<file path="config.mk">
export PLATFORM = sky130hd
export DESIGN_NAME = spi_slave_dual_ring_buffer
export DESIGN_NICKNAME = d
export VERILOG_FILES = /design/src/rtl/ssdrb_pkg.sv /design/src/rtl/spi_slave_dual_ring_buffer.sv
export SDC_FILE = /design/constraint.sdc
export NUM_CORES = 1
export LEC_CHECK = 0
export BUFFER_PORTS_ARGS = -buffer_cell sky130_fd_sc_hd__buf_2
export CAP_MARGIN = 20
export CORE_UTILIZATION = 60
export DETAILED_ROUTE_END_ITERATION = 8
export PLACE_DENSITY = 0.76
export SLEW_MARGIN = 20
export SYNTH_ARGS = -nofsm -noshare
export SYNTH_HDL_FRONTEND = slang
export SYNTH_SLANG_ARGS = --single-unit
</file>
<file path="constraint.sdc">
create_clock -name clk -period 4.09 [get_ports clk]
set_input_delay 0.409 -clock clk [delete_from_list [all_inputs] [get_ports clk]]
set_output_delay 0.409 -clock clk [all_outputs]
set_load 0.01 [all_outputs]
</file>
<file path="src/rtl/ssdrb_pkg.sv">
// Shared types and codes for the SPI slave dual ring buffer.
// No dependencies; used by the top level and its checker.
`timescale 1ns / 1ps

package ssdrb_pkg;

  typedef logic [1:0] mode_t;

  localparam mode_t MODE_XCHG = 2'd0;  // SPI exchange finished
  localparam mode_t MODE_PUSH = 2'd1;  // host queues a transmit byte
  localparam mode_t MODE_POP  = 2'd2;  // host takes a received byte

  typedef struct packed {
    mode_t      mode;
    logic [7:0] data_byte;
  } in_t;

  typedef struct packed {
    logic       shift_write;
    logic [7:0] shift_byte;
    logic       push_refused;
    logic       rx_valid;
    logic [7:0] rx_byte;
  } out_t;

  // Decisions taken at acceptance, carried while the store read completes.
  typedef struct packed {
    logic shift_write;
    logic tx_pop;
    logic push_refused;
    logic rx_pop;
  } flight_t;

endpackage

</file>
<file path="src/rtl/spi_slave_dual_ring_buffer.sv">
// SPI slave transmit and receive ring buffers held in two byte memories.
// Depends on ssdrb_pkg for the payload structs and mode codes.
//
//   channel | signals                        | payload
//   --------+--------------------------------+---------------------
//   input   | in_valid / in_ready / in_data  | ssdrb_pkg::in_t
//   output  | out_valid / out_ready / out_data | ssdrb_pkg::out_t
//
// A transaction is accepted every cycle while results are taken; its result passes
// through the registered read of the transmit or receive memory and then the output
// register. A stalled output register holds the in-flight transaction in the read
// stage and blocks further input.
// Reset clears the four ring indices and the handshake state at once; the
// memories are not cleared and need no clearing pass.
`timescale 1ns / 1ps

module spi_slave_dual_ring_buffer #(
  parameter int BUFFER_DEPTH = 64
) (
  input  logic            clk,
  input  logic            rst,
  input  logic            in_valid,
  output logic            in_ready,
  input  ssdrb_pkg::in_t  in_data,
  output logic            out_valid,
  input  logic            out_ready,
  output ssdrb_pkg::out_t out_data
);
  import ssdrb_pkg::*;

  localparam int IW = $clog2(BUFFER_DEPTH);
  localparam logic [IW-1:0] LAST = IW'(BUFFER_DEPTH - 2);

  logic [7:0] tx_mem [BUFFER_DEPTH];
  logic [7:0] rx_mem [BUFFER_DEPTH];
  logic [7:0] tx_rd;
  logic [7:0] rx_rd;

  logic [IW-1:0] tx_wr_idx, tx_rd_idx, rx_wr_idx, rx_rd_idx;
  logic [IW-1:0] tx_wr_idx_next, tx_rd_idx_next, rx_wr_idx_next, rx_rd_idx_next;

  logic    busy;
  flight_t flight;
  flight_t flight_next;

  logic accept, load, out_free;
  logic tx_empty, tx_full, rx_empty, rx_full;
  logic tx_wen, tx_ren, rx_wen, rx_ren;

  function automatic logic [IW-1:0] ring_next(input logic [IW-1:0] i);
    ring_next = (i == LAST) ? '0 : i + IW'(1);
  endfunction

  assign out_free = !out_valid || out_ready;
  assign in_ready = !busy || out_free;
  assign accept   = in_valid && in_ready;
  assign load     = busy && out_free;

  assign tx_empty = (tx_wr_idx == tx_rd_idx);
  assign rx_empty = (rx_wr_idx == rx_rd_idx);
  assign tx_full  = (ring_next(tx_wr_idx) == tx_rd_idx);
  assign rx_full  = (ring_next(rx_wr_idx) == rx_rd_idx);

  always_comb begin
    flight_next = '0;
    tx_wen = 1'b0;
    tx_ren = 1'b0;
    rx_wen = 1'b0;
    rx_ren = 1'b0;
    case (in_data.mode)
      MODE_XCHG: begin
        // A zero byte is not stored; a nonzero one forces a shift write, of 0x00 if the transmit ring is empty.
        rx_wen = (in_data.data_byte != 8'd0) && !rx_full;
        tx_ren = !tx_empty;
        flight_next.shift_write = (in_data.data_byte != 8'd0) || !tx_empty;
        flight_next.tx_pop      = !tx_empty;
      end
      MODE_PUSH: begin
        tx_wen = !tx_full;
        flight_next.push_refused = tx_full;
      end
      MODE_POP: begin
        rx_ren = !rx_empty;
        flight_next.rx_pop = !rx_empty;
      end
      default: begin
      end
    endcase
  end

  assign tx_wr_idx_next = (accept && tx_wen) ? ring_next(tx_wr_idx) : tx_wr_idx;
  assign tx_rd_idx_next = (accept && tx_ren) ? ring_next(tx_rd_idx) : tx_rd_idx;
  assign rx_wr_idx_next = (accept && rx_wen) ? ring_next(rx_wr_idx) : rx_wr_idx;
  assign rx_rd_idx_next = (accept && rx_ren) ? ring_next(rx_rd_idx) : rx_rd_idx;

  // Each ring is written and read by different modes, so a single transaction
  // never touches the same entry twice and no forwarding is needed.
  always_ff @(posedge clk) begin
    if (accept && tx_wen) begin
      tx_mem[tx_wr_idx] <= in_data.data_byte;
    end
    if (accept && tx_ren) begin
      tx_rd <= tx_mem[tx_rd_idx];
    end
  end

  always_ff @(posedge clk) begin
    if (accept && rx_wen) begin
      rx_mem[rx_wr_idx] <= in_data.data_byte;
    end
    if (accept && rx_ren) begin
      rx_rd <= rx_mem[rx_rd_idx];
    end
  end

  always_ff @(posedge clk) begin
    if (rst) begin
      tx_wr_idx <= '0;
      tx_rd_idx <= '0;
      rx_wr_idx <= '0;
      rx_rd_idx <= '0;
      busy      <= 1'b0;
      out_valid <= 1'b0;
    end else begin
      tx_wr_idx <= tx_wr_idx_next;
      tx_rd_idx <= tx_rd_idx_next;
      rx_wr_idx <= rx_wr_idx_next;
      rx_rd_idx <= rx_rd_idx_next;
      if (accept) begin
        busy <= 1'b1;
      end else if (load) begin
        busy <= 1'b0;
      end
      if (load) begin
        out_valid <= 1'b1;
      end else if (out_ready) begin
        out_valid <= 1'b0;
      end
    end
  end

  always_ff @(posedge clk) begin
    if (accept) begin
      flight <= flight_next;
    end
    if (load) begin
      out_data.shift_write  <= flight.shift_write;
      out_data.shift_byte   <= flight.tx_pop ? tx_rd : 8'd0;
      out_data.push_refused <= flight.push_refused;
      out_data.rx_valid     <= flight.rx_pop;
      out_data.rx_byte      <= flight.rx_pop ? rx_rd : 8'd0;
    end
  end

endmodule

</file>
==> run metrics <==
status complete, no violations; Worst Hold End out_valid; register area share after synthesis 0.754; element type at the critical path start flop; cell row count 97; R2R Setup Slk 470 ps; Slew Viols, Final 0; Ports 35; core area 70,500 um2; MaxCap Viol Count 0; GRT Util Overall 0.272; Die Wd 270 um; Final Hold Vio Count 0; final cell count without fillers 3,145; Yosys top cell area share 0.742; Post-synth EDFFs 1,063; drt first pass iters 6; most frequent cells in the layout 1,063 x edfxtp_1, 323 x mux4_2, 116 x buf_4; nets 2,140; Post-Synthesis Mean Instance Area 21.6 um2; R2R cell count 9; fin area 48,200 um2; Arrival @ worst endpoint 3890 ps; count of cell types in the netlist 61; post-place setup slack 496 ps; TritonCTS clock tree built; HPWL after DPL 56,600 um; Syn Std Cell Area 43,000 um2; wire per inst 30.8 um; Reg-to-Reg End tx_mem[45][6]; area taken by multi-input logic gates 9930 um2; Power Density 461 nW/um2; global-route wire length before repair 144,000 um; Slew @ Worst Pin 1040 ps; RePlAce Congestion 0.931; post-synthesis cell count 1,991; Max Buffers Root-to-Sink 3; hold_buf cts 0; remaining antenna violation count 0; RSZ-0062 raised after global routing false; Yosys reg bits 1,089; initial antenna violation count 4; Via density 6.69; Area contributors post-synth edfxtp_1 74%, mux4_2 17%, dfxtp_1 1.2%; Worst-path clk slew 60 ps; Mapped Nets 2,013; hold depth 4; P&R area growth vs syn 12.0%; fill count 4,204; I/O Buffers 34; worst endpoint required time 4360 ps; Cells after DPL 2,951; worst-skew pair later-pin latency 660 ps; TritonCTS Buffers 105; most common cell after layout, fill and taps aside edfxtp_1; Worst Hold Class in -> reg; synthesis warning total 0; H-tree Lvls 3; largest net degree at the start of global routing 129; die height 270 um; Clock Skew 29.1 ps; GRT overflow 0; endpoint class of the critical path flop; Starting Density 0.610; fmax 0.276 GHz; vias in the first global route 21,383; Setup CP Type reg -> reg; worst setup margin 470 ps; clock sinks 1,089; Post-synth top flop edfxtp_1; share of cells above drive strength 1 0.298; dominant cell type by area after synthesis edfxtp_1; DRC Markers 0; setup TNS 0 ps; DIE AREA 72,800 um2; Reg area 32,500 um2; VDD IR-drop max 0.000500 V; clk root buf clkbuf_16; leakage 14.6 nW; Final setup viols 0; hold_ws 94.4 ps; Slew headroom 0.304; post-CTS setup buffers 0; Routed WL 96,800 um; period utilization 0.885; Crit Path Max Fanout 16; number of gates resized after CTS 0; asr flop ratio synth 0; Placement Cell Area 44,800 um2; routed vias 21,025; Min-Delay Startpoint out_ready; First DRT Iteration DRCs 2,602; Reg2Reg Launch Point tx_wr_idx[1]; Period minus WS final 3620 ps
worst max-delay path by stage:
stage                               end    startpoint  slack, ps  cells past startpoint
after global routing       tx_mem[9][4]  tx_wr_idx[1]        260                     10
after global placement    tx_mem[45][6]  tx_wr_idx[1]        580                      9
after CTS                 tx_mem[45][6]  tx_wr_idx[1]        460                      9
final                     tx_mem[45][6]  tx_wr_idx[1]        470                      9
after detailed placement  tx_mem[45][0]  tx_wr_idx[1]        500                      9
after floorplan           tx_mem[44][0]  tx_wr_idx[0]        970                     11
state kept, by name, indices dropped and copies added, names as in the netlist:
signal / cells
tx_rd: 8
rx_wr_idx: 6
out_data: 19
rx_rd: 8
out_valid: 1
rx_rd_idx: 6
tx_wr_idx: 6
busy: 1
rx_mem: 512
tx_mem: 512
tx_rd_idx: 6
flight: 4
synthesized netlist by cell type, drive strengths merged, types with 5 or more instances:
cell	count
ha	8
mux2i	11
nor4	37
nand3	17
a211oi	19
or3	9
and3	5
nand3b	5
xor2	18
xnor2	10
dfxtp	26
o21ai	11
nand4	8
nor3	35
buf	90
clkbuf	43
mux4	323
nand2b	6
nor2b	19
inv	13
nor2	94
and2	20
a31oi	8
a21oi	18
edfxtp	1063
nand2	36
power breakdown:
group / internal [mW] / switching [mW]
logic: 0.175 / 0.370
clock network: 5.41 / 3.99
registers: 12.3 / 0.0205
stage by stage:
stage / total power [mW] / utilization
floorplan: 12.7 / -
global placement: 13.0 / 0.636
detailed placement: 13.1 / 0.636
CTS: 22.3 / 0.683
global route: 22.7 / 0.683
finish: 22.2 / 0.683
logic make-up after synthesis:
family                     share of synthesized area
and+or+nand+nor                               0.0362
muxes                                          0.172
xor gates and xnor gates                     0.00570
DFF                                            0.754
AOI/OAI and AO/OA                             0.0134
adders and majority gates                    0.00233
buffers and inverters                         0.0164
layout make-up:
type,instances,share of cell area
diodes,1,0.0000519
clock buffers,131,0.0589
repair buffers,153,0.0253
clock inverters,62,0.0107
inverters,13,0.00101
flip-flops and latches,1089,0.674
multi-input cells,756,0.206
well taps,940,0.0244
layer usage:
| metal | share of wire | global-route usage | routed length [um] |
|---|---|---|---|
| met5 | 0.00017 | 0 | 16 |
| met4 | 0.026 | 0.0758 | 2490 |
| met2 | 0.52 | 0.459 | 50400 |
| met3 | 0.072 | 0.0395 | 6990 |
| met1 | 0.38 | 0.377 | 36900 |
critical path, stage by stage, from the launching register on:
cell	delay (ps)
dfxtp_1	640
ha_1	360
a21oi_1	60
o21ai_0	180
o21ai_0	160
xor2_1	240
o31ai_2	180
or4b_1	570
buf_4	190
nor2_1	650
(Power assumes the default switching activity.)
